## config.mk

```make
export PLATFORM = sky130hd
export DESIGN_NAME = sem_back
export DESIGN_NICKNAME = d
export VERILOG_FILES = /design/src/sem_pkg.sv /design/src/sem_back.sv
export SDC_FILE = /design/constraint.sdc
export NUM_CORES = 1
export LEC_CHECK = 0
export BUFFER_PORTS_ARGS = -buffer_cell sky130_fd_sc_hd__buf_2
export CAP_MARGIN = 20
export CORE_MARGIN = 4
export CORE_UTILIZATION = 60
export DETAILED_ROUTE_END_ITERATION = 10
export GPL_TIMING_DRIVEN = 0
export HOLD_SLACK_MARGIN = 0.1
export PLACE_DENSITY = 0.88
export SETUP_SLACK_MARGIN = 0.02
export SLEW_MARGIN = 15
export SYNTH_ARGS = -nofsm -noshare
export SYNTH_HDL_FRONTEND = slang
export SYNTH_SLANG_ARGS = --single-unit
```

## constraint.sdc

```tcl
create_clock -name clk -period 7 [get_ports clk]
set_clock_uncertainty 0.05 [all_clocks]
set_input_delay 0.7 -clock clk [delete_from_list [all_inputs] [get_ports clk]]
set_output_delay 0.7 -clock clk [all_outputs]
set_load 0.1 [all_outputs]
```

## src/sem_pkg.sv

```systemverilog
// Shared types, constants and helpers for the Sobel edge magnitude block.
// Used by every module of the block but sem_ram; depends on nothing else.
package sem_pkg;

  localparam int MAX_WIDTH  = 1024;
  localparam int MAX_HEIGHT = 4095;
  localparam int MIN_DIM    = 3;

  localparam int PIX_W    = 8;
  localparam int WIDTH_W  = 11;
  localparam int HEIGHT_W = 12;
  localparam int COL_W    = $clog2(MAX_WIDTH);
  localparam int EW_W     = (COL_W + 1 > WIDTH_W) ? COL_W + 1 : WIDTH_W;

  localparam logic [WIDTH_W-1:0]  WIDTH_RESET  = WIDTH_W'(640);
  localparam logic [HEIGHT_W-1:0] HEIGHT_RESET = HEIGHT_W'(480);

  localparam int CFG_IDX_W  = 2;
  localparam int CFG_DATA_W = HEIGHT_W;
  localparam logic [CFG_IDX_W-1:0] REG_IMAGE_WIDTH  = CFG_IDX_W'(0);
  localparam logic [CFG_IDX_W-1:0] REG_IMAGE_HEIGHT = CFG_IDX_W'(1);

  localparam int GRAD_W = PIX_W + 3;
  localparam int SQ_W   = 2 * GRAD_W;
  localparam int ROOT_W = 2 * PIX_W;
  localparam logic [ROOT_W-1:0] ONE_INIT = ROOT_W'(1) << (ROOT_W - 2);
  localparam logic [PIX_W-1:0]  MAG_MAX  = {PIX_W{1'b1}};

  localparam int QDEPTH = 4;
  localparam int QPTR_W = $clog2(QDEPTH);
  localparam int QCNT_W = $clog2(QDEPTH + 1);

  typedef struct packed {
    logic               valid;
    logic [CFG_IDX_W-1:0]  index;
    logic [CFG_DATA_W-1:0] data;
  } cfg_wr_t;

  typedef struct packed {
    logic [GRAD_W-1:0] abs_x;
    logic [GRAD_W-1:0] abs_y;
    logic              frame_end;
  } sem_item_t;

  typedef struct packed {
    logic full;
    logic empty;
  } fifo_stat_t;

  typedef enum logic [2:0] {
    BK_IDLE,
    BK_SQUARE,
    BK_SUM,
    BK_ROOT,
    BK_HOLD
  } back_state_t;

  function automatic logic signed [GRAD_W:0] sx(input logic [PIX_W-1:0] p);
    sx = $signed({{(GRAD_W + 1 - PIX_W){1'b0}}, p});
  endfunction

endpackage

```

## src/sem_back.sv

```systemverilog
// Back end: squares the gradients, takes a saturated integer square root
// one result bit per cycle and holds the result register. Uses sem_pkg.
module sem_back
  import sem_pkg::*;
(
  input  logic             clk,
  input  logic             rst_n,
  input  sem_item_t        head,
  input  fifo_stat_t       fifo_stat,
  output logic             pop,
  output logic             out_valid,
  input  logic             out_stall,
  output logic [PIX_W-1:0] out_magnitude,
  output logic             out_frame_end
);

  back_state_t         state_r, state_nxt;
  logic [GRAD_W-1:0]   ax_r, ax_nxt, ay_r, ay_nxt;
  logic                fe_r, fe_nxt;
  logic [SQ_W-1:0]     sqx_r, sqx_nxt, sqy_r, sqy_nxt;
  logic [ROOT_W-1:0]   op_r, op_nxt, res_r, res_nxt, one_r, one_nxt;
  logic                out_valid_r, out_valid_nxt;
  logic [PIX_W-1:0]    out_mag_r, out_mag_nxt;
  logic                out_fe_r, out_fe_nxt;

  logic [SQ_W:0]       energy;
  logic [ROOT_W:0]     trial;

  assign pop    = (state_r == BK_IDLE) && !fifo_stat.empty;
  assign energy = {1'b0, sqx_r} + {1'b0, sqy_r};
  assign trial  = {1'b0, res_r} + {1'b0, one_r};

  always_comb begin
    state_nxt     = state_r;
    ax_nxt        = ax_r;
    ay_nxt        = ay_r;
    fe_nxt        = fe_r;
    sqx_nxt       = sqx_r;
    sqy_nxt       = sqy_r;
    op_nxt        = op_r;
    res_nxt       = res_r;
    one_nxt       = one_r;
    out_valid_nxt = out_valid_r;
    out_mag_nxt   = out_mag_r;
    out_fe_nxt    = out_fe_r;
    if (out_valid_r && !out_stall) begin
      out_valid_nxt = 1'b0;
    end
    case (state_r)
      BK_IDLE: begin
        if (!fifo_stat.empty) begin
          ax_nxt    = head.abs_x;
          ay_nxt    = head.abs_y;
          fe_nxt    = head.frame_end;
          state_nxt = BK_SQUARE;
        end
      end
      BK_SQUARE: begin
        sqx_nxt   = SQ_W'(ax_r) * SQ_W'(ax_r);
        sqy_nxt   = SQ_W'(ay_r) * SQ_W'(ay_r);
        state_nxt = BK_SUM;
      end
      BK_SUM: begin
        if (energy[SQ_W:ROOT_W] != '0) begin
          res_nxt   = ROOT_W'(MAG_MAX);
          state_nxt = BK_HOLD;
        end else begin
          op_nxt    = energy[ROOT_W-1:0];
          res_nxt   = '0;
          one_nxt   = ONE_INIT;
          state_nxt = BK_ROOT;
        end
      end
      BK_ROOT: begin
        if ({1'b0, op_r} >= trial) begin
          op_nxt  = op_r - trial[ROOT_W-1:0];
          res_nxt = (res_r >> 1) + one_r;
        end else begin
          res_nxt = res_r >> 1;
        end
        one_nxt = one_r >> 2;
        if (one_r[0]) begin
          state_nxt = BK_HOLD;
        end
      end
      BK_HOLD: begin
        if (!out_valid_r || !out_stall) begin
          out_valid_nxt = 1'b1;
          out_mag_nxt   = res_r[PIX_W-1:0];
          out_fe_nxt    = fe_r;
          state_nxt     = BK_IDLE;
        end
      end
      default: begin
        state_nxt = BK_IDLE;
      end
    endcase
  end

  always_ff @(posedge clk) begin
    ax_r      <= ax_nxt;
    ay_r      <= ay_nxt;
    fe_r      <= fe_nxt;
    sqx_r     <= sqx_nxt;
    sqy_r     <= sqy_nxt;
    op_r      <= op_nxt;
    res_r     <= res_nxt;
    one_r     <= one_nxt;
    out_mag_r <= out_mag_nxt;
    out_fe_r  <= out_fe_nxt;
  end

  always_ff @(posedge clk) begin
    if (!rst_n) begin
      state_r     <= BK_IDLE;
      out_valid_r <= 1'b0;
    end else begin
      state_r     <= state_nxt;
      out_valid_r <= out_valid_nxt;
    end
  end

  assign out_valid     = out_valid_r;
  assign out_magnitude = out_mag_r;
  assign out_frame_end = out_fe_r;

  a_root_bit: assert property (@(posedge clk) disable iff (!rst_n)
    (state_r == BK_ROOT) |-> $onehot(one_r))
    else $error("square root step mask is not a single bit");

  a_root_fits: assert property (@(posedge clk) disable iff (!rst_n)
    (state_r == BK_HOLD) |-> (res_r[ROOT_W-1:PIX_W] == '0))
    else $error("square root result wider than the magnitude");

endmodule

```

# ---- Yosys cells after proc, flatten, opt, wreduce, memory -nomap -nowiden
# Index checks and enable logic that the tools add are counted.
dict set report classes {
  mul 2
  eq_ne 9
  n_reduce_logical 14
  mux 16
  n_bitwise 1
  addsub 4
  n_lt_le_gt_ge 1
}
# operator n
set ops {}
lappend ops {{$pmux W16 S2} 3}
lappend ops {{$mux W16} 4}
lappend ops {{$mul A11 B11 Y22} 2}
lappend ops {{$add A22 B22 Y23} 1}
lappend ops {{$add A16 B16 Y17} 1}
lappend ops {{$ge A16 B17 Y1} 1}
lappend ops {{$add A15 B16 Y16} 1}
lappend ops {{$sub A16 B16 Y16} 1}
lappend ops {{$pmux W3 S5} 1}
lappend ops {{$mux W3} 4}
lappend ops {{$ne A2 B2 Y1 const B} 5}
lappend ops {{$mux W8} 1}
lappend ops {{$reduce_bool A7 Y1} 1}
lappend ops {{$eq A3 B2 Y1 const B} 2}
lappend ops {{$reduce_and A2 Y1} 3}
lappend ops {{$reduce_and A3 Y1} 2}
lappend ops {{$eq A3 B1 Y1 const B} 1}
lappend ops {{$eq A3 B3 Y1 const B} 1}
lappend ops {{$logic_not A1 Y1} 3}
lappend ops {{$logic_not A3 Y1} 1}
lappend ops {{$mux W1} 3}
lappend ops {{$logic_and A1 B1 Y1} 2}
lappend ops {{$reduce_bool A2 Y1} 1}
lappend ops {{$logic_or A1 B1 Y1} 1}
lappend ops {{$not A1 Y1} 1}
dict set report word_totals {
  word_cells 59
  in_bits 28
  output_inout_bits 11
  regBits 128
}

# ---- Longest topological paths before layout
dict set report depth {
  depth_word 5
  depth_mapped 21
  depth_no_buf 20
}

# ---- Least setup slack after synthesis
# OpenSTA, ideal clock, no wires.
dict set report synth_path {
  kind {input to output}
  start {input port fifo_stat[0] (netlist bit)}
  end {output port pop}
  arrival_time_ps 5664
  path_stages 1
  n_path_buf 0
  slack_ps 586
  required_time_ps 6250
  path_cell_list {nor4_1}
}
dict set report synth_via {
  elab_chain_cells 2
}
# element line
set synth_lines {}
lappend synth_lines {{start: declaration} sem_back.sv:9} ;# input fifo_stat_t fifo_stat,
lappend synth_lines {{$logic_not A1 Y1} -}
lappend synth_lines {{$logic_and A1 B1 Y1} sem_back.sv:29} ;# assign pop = (state_r == BK_IDLE) && !fifo_stat.empty;
lappend synth_lines {{end: declaration} sem_back.sv:10} ;# output logic pop,
# No other way between the ends.

# ---- Worst setup path in the final report
dict set report layout_path {
  start {register ax_r[0]}
  end {register sqx_r[19], data pin}
}
dict set report layout_via {
  elab_chain_cells 1
}
# element line
set layout_lines {}
lappend layout_lines {{start: declaration} sem_back.sv:18} ;# logic [GRAD_W-1:0] ax_r, ax_nxt, ay_r, ay_nxt;
lappend layout_lines {{start signal: assignment} sem_back.sv:101} ;# ax_r <= ax_nxt;
lappend layout_lines {{$mul A11 B11 Y22} sem_back.sv:59} ;# sqx_nxt = SQ_W'(ax_r) * SQ_W'(ax_r);
lappend layout_lines {{end signal: assignment} sem_back.sv:104} ;# sqx_r <= sqx_nxt;
lappend layout_lines {{end: declaration} sem_back.sv:20} ;# logic [SQ_W-1:0] sqx_r, sqx_nxt, sqy_r, sqy_nxt;
# No other way between the ends.
# A chain may end at the register's enable or synchronous reset.

==> summary.txt <==
Logic synthesis
  • Ys Warns: 0
  • Cell with the most instances after synthesis: inv_1
  • Mapped Cells: 1,359
  • Sequential share of the synthesized area: 26.32%
  • Top cell type's share of synthesized area: 25.71%
  • Top FF cell, synth: edfxtp_1
  • Post-synth EDFFs: 114
  • Mapped Nets: 1,674
  • Largest area contributor in the netlist: edfxtp_1
  • Post-synth ARST share: 0%
  • Post-synth top cells: inv_1 (239), ha_1 (158), fa_1 (129)
  • Post-synthesis cell type count: 66
  • Mapped cell area: 0.01331 mm²
  • Synth top area cells: edfxtp_1 (26%), fa_1 (19%), ha_1 (15%)
  • Avg Cell Area, Syn: 9.796 µm²
  • Synthesis-stage register bit count: 118

Timing
  • F_max: 168.7 MHz
  • Setup tns final: 0 ns
  • Final setup viols: 0
  • Worst Max-Slew Pin Slew: 0.9396 ns
  • WHS: 0.3753 ns
  • Pins Over Slew Limit: 0
  • Slew HR: 37.36%
  • Final Hold Viols: 0
  • Crit share post-route: 84.68%
  • Fin crit period: 5.927 ns
  • Unrepaired setup endpoints after global routing: no

Global routing
  • Vias in the first global route: 10,620
  • Met1 usage: 27.13%
  • GRT met2 Usage: 44.77%
  • Largest net degree at the start of global routing: 17
  • Global route hottest layer: met2
  • GR Layer Usage met3: 3.987%
  • First-pass GRT wire length: 47,660 µm
  • Antenna violations before repair: 0
  • Gr usage total: 23.87%
  • Gr ovfl total: 0

CTS
  • TritonCTS buffer count: 17
  • Total clock sinks: 118
  • Postcts setup bufs: 0
  • # H-tree levels: 4
  • CTS max path bufs: 2
  • Cts hold-fix bufs: 0
  • Clock root buffer: clkbuf_16
  • Post-CTS sizing: 0
  • Clk_lat worst skew: 0.43 ns
  • Clock Pin Slew Worst Setup and Hold Paths: 0.06 ns
  • TritonCTS clock tree: done

Worst setup path
  • WP data required: 7.11 ns
  • Worst Path Arrival: 6.04 ns
  • Crit path capture type: flip-flop
  • Crit path launch type: flip-flop
  • Critical path class: reg2reg
  • Crit Path Max Fanout: 10

Drt
  • DRT iter0 DRCs: 540
  • DR DRC count: 0
  • Vias: 9,978
  • Pre-antenna DRT Iters: 5
  • Total Wirelength: 28,000 µm
  • Vias/cell: 5.808
  • Final ANT Viol Nets: 0
  • Wire per inst: 16.30 µm

Floorplanning
  • I/O Pins: 39
  • Die Span Y: 157.0 µm
  • Rows: 54
  • Starting density of the core: 61.00%
  • Die area: 0.02463 mm²
  • Core area: 0.02182 mm²
  • Die width: 157.0 µm

Min path
  • HP Class: reg2reg

Final layout
  • Area Overhead vs Synth: 9.276%
  • Final net count: 1,740
  • # diodes: 0
  • Layout cells sized above 1: 7.163%

Flow run
  • Max-cap violations: 0

Place
  • Routability cong.: 0.8707
  • HPWL Detailed: 22,000 µm
  • Number of port buffers: 37

Power and ir drop
  • Peak VDD IR: 0.3464 mV
  • Power density over the cells: 415.6 mW/mm²
  • Pleak: 6.805 nW

Run status
  • Status: finished clean
## placed cells by master, fill, tap and decap left out, types with 39 or more instances in the layout
cell / synthesis / routed
nor2_1: 57 / 57
a21oi_1: 45 / 45
fa_1: 129 / 129
and2_1: 60 / 60
ha_1: 158 / 158
inv_1: 239 / 239
buf_2: 1 / 40
nand2_1: 107 / 107
edfxtp_1: 114 / 114
xnor2_1: 51 / 51
clkbuf_1: 36 / 39
o21ai_0: 46 / 46
## state kept, by name, indices dropped and copies added, names as in the netlist
register and cells:
op_r 16, fe_r 1, res_r 16, state_r 3, ay_r 11, ax_r 11
one_r 8, out_valid 1, sqx_r 21, out_frame_end 1, sqy_r 21, out_magnitude 8
## critical path: stages (launching register included)
cell and delay [ns]:
edfxtp_1 0.43, clkbuf_1 0.34, and2_1 0.24, inv_1 0.08, fa_1 0.50, fa_1 0.54
inv_1 0.05, fa_1 0.50, fa_1 0.55, inv_1 0.05, fa_1 0.52, inv_1 0.04
ha_1 0.22, or3_1 0.36, nor3_1 0.22, o31a_1 0.26, o21ai_0 0.13, a31o_2 0.27
a211oi_1 0.22, nor3_1 0.07
## routing by layer
metal  routed length, µm  vias up
met5                   0        -
met4                 793        0
met3                1165       76
met2               15040      253
met1               11000     4912
li1                    -     4737
## worst paths after layout
kind	startpoint	endpoint	slack, ns	cells after the start
hold / removal	fe_r	out_frame_end	0.38	0
setup / recovery	ax_r[0]	sqx_r[19]	1.07	19
setup reg to reg	ax_r[0]	sqx_r[19]	1.07	19
hold reg to reg	fe_r	out_frame_end	0.38	0
## per-stage QoR
stage	power (W)	instance area, µm²	setup WS (ns)	util, %	std cells
floorplan	0.004268	13310	0.5857	-	1359
CTS	0.006053	14540	1.065	66.63	1718
global route	0.006655	14550	0.7262	66.66	1718
detailed placement	0.005044	13950	1.111	63.93	1686
finish	0.006047	14550	1.073	66.66	1718
global placement	0.004848	13850	0.6206	63.46	1676
## where the power goes
group          switching [W]  internal (W)
sequential         0.0000483       0.00109
combinational        0.00229       0.00171
clock               0.000346      0.000559
total                0.00268       0.00336
## logic make-up (layout without fill, tap and decap cells)
| logic type | after synthesis | count (layout) | share of synthesized area, % |
|---|---|---|---|
| compound gates | 236 | 236 | 12.12 |
| xor+xnor | 87 | 87 | 5.724 |
| fa+ha+maj | 287 | 287 | 34.25 |
| buf+inv | 279 | 358 | 7.932 |
| flops | 118 | 118 | 26.32 |
| mux | 12 | 12 | 0.9680 |
| simple gates | 340 | 340 | 12.69 |
## final cells by class
type / instances / area, µm²
flip-flops and latches: 118 / 3503
plain buffers: 40 / 158.9
clock inverters: 12 / 153.9
fillers: 1623 / 7276
repair buffers: 47 / 270.3
multi-input cells: 962 / 8777
clock buffers: 20 / 436.7
inverters: 239 / 897.1
well taps: 280 / 350.3
No activity file was read; power rests on OpenSTA's default activity.
