**config.mk**
```make
export PLATFORM = sky130hd
export DESIGN_NAME = sem_fifo
export DESIGN_NICKNAME = d
export VERILOG_FILES = /design/src/sem_pkg.sv /design/src/sem_fifo.sv
export SDC_FILE = /design/constraint.sdc
export NUM_CORES = 1
export LEC_CHECK = 0
export BUFFER_PORTS_ARGS = -buffer_cell sky130_fd_sc_hd__buf_2
export CAP_MARGIN = 20
export CORE_MARGIN = 3
export CORE_UTILIZATION = 32
export CTS_CLUSTER_DIAMETER = 200
export DETAILED_ROUTE_END_ITERATION = 12
export PLACE_DENSITY = 0.58
export REMOVE_ABC_BUFFERS = 1
export SLEW_MARGIN = 15
export SYNTH_ARGS = -nofsm -noshare
export SYNTH_HDL_FRONTEND = slang
export SYNTH_SLANG_ARGS = --single-unit
```
**constraint.sdc**
```tcl
create_clock -name clk -period 1.4 [get_ports clk]
set_input_delay 0.21 -clock clk [delete_from_list [all_inputs] [get_ports clk]]
set_output_delay 0.21 -clock clk [all_outputs]
set_load 0.03 [all_outputs]
```
**src/sem_pkg.sv**
```systemverilog
// Shared types, constants and helpers for the Sobel edge magnitude block.
// Used by every module of the block but sem_ram; depends on nothing else.
package sem_pkg;

  localparam int MAX_WIDTH  = 1024;
  localparam int MAX_HEIGHT = 4095;
  localparam int MIN_DIM    = 3;

  localparam int PIX_W    = 8;
  localparam int WIDTH_W  = 11;
  localparam int HEIGHT_W = 12;
  localparam int COL_W    = $clog2(MAX_WIDTH);
  localparam int EW_W     = (COL_W + 1 > WIDTH_W) ? COL_W + 1 : WIDTH_W;

  localparam logic [WIDTH_W-1:0]  WIDTH_RESET  = WIDTH_W'(640);
  localparam logic [HEIGHT_W-1:0] HEIGHT_RESET = HEIGHT_W'(480);

  localparam int CFG_IDX_W  = 2;
  localparam int CFG_DATA_W = HEIGHT_W;
  localparam logic [CFG_IDX_W-1:0] REG_IMAGE_WIDTH  = CFG_IDX_W'(0);
  localparam logic [CFG_IDX_W-1:0] REG_IMAGE_HEIGHT = CFG_IDX_W'(1);

  localparam int GRAD_W = PIX_W + 3;
  localparam int SQ_W   = 2 * GRAD_W;
  localparam int ROOT_W = 2 * PIX_W;
  localparam logic [ROOT_W-1:0] ONE_INIT = ROOT_W'(1) << (ROOT_W - 2);
  localparam logic [PIX_W-1:0]  MAG_MAX  = {PIX_W{1'b1}};

  localparam int QDEPTH = 4;
  localparam int QPTR_W = $clog2(QDEPTH);
  localparam int QCNT_W = $clog2(QDEPTH + 1);

  typedef struct packed {
    logic               valid;
    logic [CFG_IDX_W-1:0]  index;
    logic [CFG_DATA_W-1:0] data;
  } cfg_wr_t;

  typedef struct packed {
    logic [GRAD_W-1:0] abs_x;
    logic [GRAD_W-1:0] abs_y;
    logic              frame_end;
  } sem_item_t;

  typedef struct packed {
    logic full;
    logic empty;
  } fifo_stat_t;

  typedef enum logic [2:0] {
    BK_IDLE,
    BK_SQUARE,
    BK_SUM,
    BK_ROOT,
    BK_HOLD
  } back_state_t;

  function automatic logic signed [GRAD_W:0] sx(input logic [PIX_W-1:0] p);
    sx = $signed({{(GRAD_W + 1 - PIX_W){1'b0}}, p});
  endfunction

endpackage

```
**src/sem_fifo.sv**
```systemverilog
// Short queue of gradient requests between the front and back ends.
// Uses sem_pkg.
module sem_fifo
  import sem_pkg::*;
(
  input  logic       clk,
  input  logic       rst_n,
  input  logic       push,
  input  sem_item_t  push_item,
  input  logic       pop,
  output sem_item_t  head,
  output fifo_stat_t stat
);

  sem_item_t         mem_r [QDEPTH];
  logic [QPTR_W-1:0] wr_ptr_r, wr_ptr_nxt;
  logic [QPTR_W-1:0] rd_ptr_r, rd_ptr_nxt;
  logic [QCNT_W-1:0] count_r, count_nxt;

  assign stat.full  = (count_r == QCNT_W'(QDEPTH));
  assign stat.empty = (count_r == '0);
  assign head       = mem_r[rd_ptr_r];

  always_comb begin
    wr_ptr_nxt = wr_ptr_r;
    rd_ptr_nxt = rd_ptr_r;
    count_nxt  = count_r;
    if (push) begin
      wr_ptr_nxt = (wr_ptr_r == QPTR_W'(QDEPTH - 1)) ? '0 : wr_ptr_r + QPTR_W'(1);
    end
    if (pop) begin
      rd_ptr_nxt = (rd_ptr_r == QPTR_W'(QDEPTH - 1)) ? '0 : rd_ptr_r + QPTR_W'(1);
    end
    if (push && !pop) begin
      count_nxt = count_r + QCNT_W'(1);
    end else if (pop && !push) begin
      count_nxt = count_r - QCNT_W'(1);
    end
  end

  always_ff @(posedge clk) begin
    if (push) begin
      mem_r[wr_ptr_r] <= push_item;
    end
  end

  always_ff @(posedge clk) begin
    if (!rst_n) begin
      wr_ptr_r <= '0;
      rd_ptr_r <= '0;
      count_r  <= '0;
    end else begin
      wr_ptr_r <= wr_ptr_nxt;
      rd_ptr_r <= rd_ptr_nxt;
      count_r  <= count_nxt;
    end
  end

  a_count_bound: assert property (@(posedge clk) disable iff (!rst_n)
    count_r <= QCNT_W'(QDEPTH))
    else $error("queue count beyond its depth");

endmodule

```
### Word level (Yosys, flattened, before mapping)

Memories as Yosys holds them, arrays and structs flattened. A register that Yosys moved wholly into a read port is not among the register bits.
Cells that the tools add are included.

* $add $sub $neg: 4
* equal/unequal tests: 3
* mux-type cells: 8
* reduce and logical (&&, ||, !) cells: 6

Operators by type and width (number)
* 2-bit 2-to-1 mux: 4
* 3-bit 2-to-1 mux: 2
* 2-bit by 1-bit adder with 2-bit output, second input constant: 2
* 2-bit == test, second input constant: 2
* 3-bit by 1-bit adder with 3-bit output, second input constant: 1
* 3-bit == test, second input constant: 1
* 3-bit logical NOT: 1
* 3-bit by 1-bit subtractor with 3-bit output, second input constant: 1
* 1-bit logical AND: 2
* 1-bit logical NOT: 2
* 1-bit 2-to-1 mux: 2
* 2-bit nonzero test: 1

* bits in registers: 7
* RAM bits: 92
* input port bits: 27
* output and inout port bits: 25
* logic and storage cells: 25
* memories: 1

Memories
* mem_r: words 4, width 23, rd ports 1, clocked after Yosys merged registers in 1, wr ports 1, line sem_fifo.sv:15 `sem_item_t mem_r [QDEPTH];`

### Depth between registers and ports, before layout

Gate-level depths: netlist of the first run.

* word-level depth: 4
* mapped depth: 7
* mapped depth without buffers: 7

### Worst setup path before layout of the first run

Ideal clock, no wire load.

* kind: register to register
* start point: register wr_ptr_r[0]
* end point: memory mem_r[3][0] (netlist bit), enable pin
* setup time: 382 ps
* arrival time: 1140 ps
* data required time: 1018 ps
* slack: -122 ps
* stages on the path, launching flop included: 3
* buffers on the path: 0
* clock period less this slack: 1522 ps
* cell sequence: dfxtp_1 > ha_1 > and2_1

RTL lines
* start: declaration: line sem_fifo.sv:16 `logic [QPTR_W-1:0] wr_ptr_r, wr_ptr_nxt;`
* start signal: assignment: line sem_fifo.sv:53 `wr_ptr_r <= wr_ptr_nxt;`
* end: declaration: line sem_fifo.sv:15

Straight into the memory's write port.

==> results of run 1 <==
==> power by group <==
group	total (mW)	leakage [nW]	switching, mW	internal, mW
registers	3.50	0.921	0.0532	3.45
logic	1.04	0.638	0.533	0.505
clock network	2.41	0.143	1.03	1.37
total	6.95	1.70	1.62	5.33
==> path summary, 6_finish.rpt <==
kind                     start     endpoint  cells past startpoint
setup / recovery      register      head[0]                      3
hold / removal    push_item[3]  mem_r[1][3]                      1
setup reg to reg    count_r[1]   count_r[2]                      4
hold reg to reg     count_r[2]   count_r[2]                      2
==> cell families after synthesis <==
family / count (synthesis)
adder cells (fa/ha/maj): 7
buffers and inverters: 9
AO/OA/AOI/OAI: 3
multiplexers: 27
AND/OR/NAND/NOR: 15
XOR/XNOR: 2
flip-flops: 101
==> state kept, by name, indices dropped and copies added (netlist names), named ones only <==
signal,cells
rd_ptr_r,2
wr_ptr_r,2
count_r,3
mem_r,92
==> worst max-delay path, cell delays in order, from the launching register on <==
cell	delay, ps
dfxtp_4	370
buf_12	160
mux4_2	550
buf_6	160
==> cell type report <==
| cell class | count | area [µm²] | share of cell area |
|---|---|---|---|
| sequential | 101 | 2952 | 0.6035 |
| multi-input combinational | 54 | 799.5 | 0.1635 |
| tap | 143 | 178.9 | 0.03658 |
| inverter | 4 | 15.01 | 0.003070 |
| timing repair buffer | 68 | 655.6 | 0.1340 |
| clock buffer | 9 | 225.2 | 0.04605 |
| clock inverter | 7 | 65.06 | 0.01330 |
==> timing repair <==
item	4_1_cts	5_1_grt
endpoints found under the setup margin	26	26
resized for setup	56	7
pin swaps	0	3
hold endpoints to repair	0	0
setup buffers	0	1
==> cells in the mapped netlist (all sizes together) <==
cell type / instances / area, µm²
nor3: 2 / 10.01
o21ai: 1 / 5.000
inv: 4 / 15.01
and2: 5 / 31.28
mux4: 23 / 529.3
xor2: 1 / 8.760
nor2: 1 / 3.750
buf: 5 / 61.31
edfxtp: 92 / 2763
o21a: 1 / 7.510
dfxtp: 9 / 180.2
mux2i: 4 / 40.04
ha: 6 / 75.07
xnor2: 1 / 8.760
or3: 1 / 6.260
a21boi: 1 / 7.510
nor2b: 5 / 31.28
nor3b: 1 / 7.510
fa: 1 / 20.02
==> layer usage <==
metal / vias to the layer above / share of wire / GRT usage
li1: 820 / - / -
met1: 880 / 0.44 / 0.1432
met3: 12 / 0.045 / 0.02895
met5: - / 0 / 0
met4: 0 / 0.024 / 0.06103
met2: 35 / 0.49 / 0.1705
==> metrics by stage <==
step           instance area, µm²  hold WS (ps)    util  total power, mW  instances
2_1_floorplan                3750         308.9       -            4.071        159
3_3_place_gp                 4418         424.8  0.3836            4.418        369
3_5_place_dp                 4418         430.7  0.3836            4.438        369
4_1_cts                      4858         68.94  0.4219            6.994        385
5_1_grt                      4891         68.09  0.4247            7.245        386
6_report                     4891         79.76  0.4247            6.945        386
==> impl_metrics.tcl, run 1 <==
set metrics [dict create \
    outcome "finished, violations left" \
    violations "setup timing" \
    fp.dieW_um 115.1 \
    final_max_slew_viol_count 0 \
    drtAntennaViolNets 0 \
    hold_viol_final 0 \
    worst_pin_slew_ps 209.5 \
    power_density_nw_per_um2 1420 \
    overflow 0 \
    clk_pin_slew_ps 70 \
    cts_buffer_depth 2 \
    skew_ps 7.998 \
    hp-class "input port to register" \
    crit_fanout 11 \
    synthAdderAreaFrac 0.02495 \
    cts_buffers 9 \
    maxSlewHeadroom 0.8613 \
    rsz0062_at_grt "yes" \
    htreeDepth 3 \
    synth_top_family_by_area "multiplexers" \
    finalSetupViolCount 23 \
    critPathLaunchType "register" \
    area_growth_syn_to_layout_pct 28.33 \
    start_util 0.3309 \
    setup_tns_ps -8455 \
    layout.cells.most_common "edfxtp_1" \
    ctsHoldBuffers 0 \
    gp_congestion 0.6715 \
    drt_pass1_iterations 4 \
    period_minus_slack_ps 1804 \
    grt_pass1_vias 1922 \
    rows 39 \
    synth_xor_area_frac 0.004596 \
    path_class "register to output port" \
    via_count 1747 \
    clkLatencyLatePin_ps 340 \
    synthMuxAreaShare 0.1494 \
    syn_area_um2 3811 \
    place_ws_ps -303.9 \
    synthSimpleGateAreaFrac 0.02364 \
    cp.arrival_ps 1590 \
    clock.fmax_ghz 0.5543 \
    core_area_um2 11520 \
    layout_common_cells "92 x edfxtp_1, 26 x buf_2, 26 x buf_6, 23 x mux4_2" \
    syn-mean-instance-area_um2 23.24 \
    synth_compound_area_frac 0.005253 \
    cts_tree "yes" \
    grt_max_degree 24 \
    crit_path_end_kind "output port" \
    antenna_found_initial 0 \
    ys_ff_latch 101 \
    worstPathRequired_ps 1190 \
    ys_warn_count 0 \
    root_buffer "clkbuf_16" \
    wl_per_cell_um 17.51 \
    max_cap_viol_count 0 \
    ir_drop_mv 0.6023 \
    drc 0 \
    dp_hpwl_um 4181 \
    grt_pass1_wl_um 10610 \
    worst-r2r-setup-slack_ps 30 \
    nets 272 \
    antenna_cells 0 \
    drt_first_iter_violations 105 \
    io_pins 52 \
    die-area_um2 13250 \
    fillerInstances 1018 \
    cts.sinks 101 \
    fp.dieH_um 115.1 \
    worst_slack_ps -404.2 \
    ys_types 22 \
    min_period_over_period 1.289 \
    synth-seq-area-share 0.7722 \
    synth_cells 164 \
    drive_above_1_share 0.4609 \
    p_leak_nw 1.702 \
    viasPerCell 4.526 \
    drt_wl_total_um 6759 \
    grt_usage 0.1107 \
    portBuffers 51 \
]
No activity file was read; power rests on OpenSTA's default activity.
==> inputs of run 2 (changes only) <==
- ABC_CLOCK_PERIOD_IN_PS: unset -> 1400
- CORE_ASPECT_RATIO: unset -> 0.75
- GPL_TIMING_DRIVEN: unset -> 0
==> run 2 against run 1 <==
  * Largest cell class unchanged
  * Largest power group unchanged
  * Routed wire length hardly changed
  * Register-to-register slack worse by 30 ps
  * Maximum frequency is 1.6% lower
  * Critical path depth stayed put
  * The flow still finishes with violations (setup timing)
==> impl_metrics.tcl, run 2 (synthesis gave the netlist of run 1 again) <==
set metrics [dict create \
    outcome "finished, violations left" \
    violations "setup timing" \
    layout_common_cells "92 x edfxtp_1, 27 x buf_2, 24 x buf_6, 23 x mux4_2, 10 x clkbuf_16" \
    drt_pass1_iterations 4 \
    critPathLaunchType "register" \
    power_frac_seq 0.505 \
    clock.fmax_ghz 0.5456 \
    max_cap_viol_count 0 \
    fp.dieH_um 100.5 \
    io_pins 52 \
    viasPerCell 4.485 \
    rsz0062_at_grt "yes" \
    drtAntennaViolNets 0 \
    hold_start "push_item[12]" \
    cts_tree "yes" \
    r2r_start "count_r[1]" \
    whs_ps 85.60 \
    root_buffer "clkbuf_16" \
    timing.rr.end "count_r[2]" \
    skew_ps 7.593 \
    drt_first_iter_violations 57 \
    grt_usage 0.1041 \
    min_to "mem_r[0][12]" \
    ir_drop_mv 0.6051 \
    cp.arrival_ps 1620 \
    net-switching-power_mw 1.533 \
    rows 33 \
    portBuffers 51 \
    final_util 0.4262 \
    cts.sinks 101 \
    antenna_cells 0 \
    p_clk_frac 0.362 \
    start_util 0.3381 \
    clk_pin_slew_ps 60 \
    area_growth_syn_to_layout_pct 26.07 \
    htreeDepth 3 \
    worst_slack_ps -432.8 \
    min_period_over_period 1.309 \
    final_max_slew_viol_count 0 \
    hold_viol_final 0 \
    grt_max_degree 24 \
    top_regs "mem_r (92), count_r (3)" \
    worstPathRequired_ps 1190 \
    p_leak_nw 1.654 \
    p_comb_frac 0.133 \
    via_count 1758 \
    grt_pass1_vias 1860 \
    cts_buffer_depth 2 \
    fp.dieW_um 132.0 \
    die-area_um2 13270 \
    cts_buffers 9 \
    maxSlewHeadroom 0.7505 \
    hp-class "input port to register" \
    wl_per_cell_um 17.26 \
    worst-r2r-setup-slack_ps 0 \
    power_density_nw_per_um2 1449 \
    period_minus_slack_ps 1833 \
    largest_reg_flops 92 \
    slowest_delay_ps 530 \
    crit_path_end_kind "output port" \
    cpMaxStageDelayCell "mux4_2" \
    hold_path_depth 1 \
    nets 264 \
    switching_share 0.2202 \
    antenna_found_initial 0 \
    p_int_mw 5.430 \
    core_area_um2 11270 \
    clkLatencyLatePin_ps 340 \
    overflow 0 \
    cp_cell_sequence "buf_16, mux4_2, buf_6" \
    drive_above_1_share 0.4511 \
    worst_pin_slew_ps 374.2 \
    drt_wl_total_um 6765 \
    gp_congestion 0.6504 \
    reg2reg_depth 4 \
    regMostFlops "mem_r" \
    drc 0 \
    layout.cells.most_common "edfxtp_1" \
    place_ws_ps -493.2 \
    crit_fanout 6 \
    path_class "register to output port" \
    dp_hpwl_um 4073 \
    finalSetupViolCount 23 \
    grt_pass1_wl_um 10230 \
]
[run 2: cell types whose count changed in the layout (fill, tap and decap cells not counted), sizes merged]
cell,before,now
buf,68,56
bufinv,1,2
clkinvlp,1,0
and2,5,7
inv,5,4
clkbuf,9,12
[run 2: through the flow]
stage | area, µm² | TNS, ps | power (mW) | std cells
CTS | 4752 | -9492 | 7.038 | 389
global placement | 4202 | -78030 | 4.314 | 367
global route | 4805 | -10860 | 7.245 | 392
finish | 4805 | -9509 | 6.963 | 392
detailed placement | 4250 | -22700 | 4.351 | 369
floorplan | 3750 | -24840 | 4.071 | 159
[run 2: cell type report]
cell class / count / area [µm²]
flip-flops and latches: 101 / 2958
clock buffers: 10 / 229.0
fillers: 994 / 6467
multi-input cells: 56 / 813.3
well taps: 157 / 196.4
repair buffers: 58 / 515.5
inverters: 4 / 15.01
clock inverters: 6 / 77.57
[run 2: metal layers]
| metal | GRT usage | routed length, µm | up-vias | part of all wire |
|---|---|---|---|---|
| li1 | - | - | 802 | - |
| met1 | 0.1341 | 3198 | 890 | 0.47 |
| met2 | 0.1623 | 3082 | 55 | 0.46 |
| met3 | 0.03942 | 380 | 11 | 0.056 |
| met4 | 0.03874 | 102 | 0 | 0.015 |
| met5 | 0 | 0 | - | 0 |
[run 2: what timing repair did]
action | CTS | global route
endpoints found under the hold margin | 0 | 0
hold buffers | 0 | 0
buffers inserted | 4 | 0
pin swaps | 3 | 2
gates cloned | 0 | 3
gates resized for setup | 62 | 5
setup endpoints to repair | 116 | 70
[run 2: worst max-delay path by stage]
stage               startpoint        to
floorplan             register  head[14]
global placement      register  head[14]
detailed placement    register  head[15]
CTS                   register  head[20]
global route          register  head[22]
finish                register  head[20]
[run 2: power groups by stage]
stage	combinational [mW]	clock, mW	sequential, mW
final	0.928	2.52	3.52
after floorplan	0.491	0	3.58
after detailed placement	0.759	0	3.59
after global routing	0.993	2.72	3.53
after CTS	0.924	2.60	3.52
after global placement	0.703	0	3.61
[run 2: worst max-delay path: cells and delay by family, from the launching register on]
kind	cells	cell delay [ps]
DFF	1	440
muxes	1	530
buffers and inverters	2	310
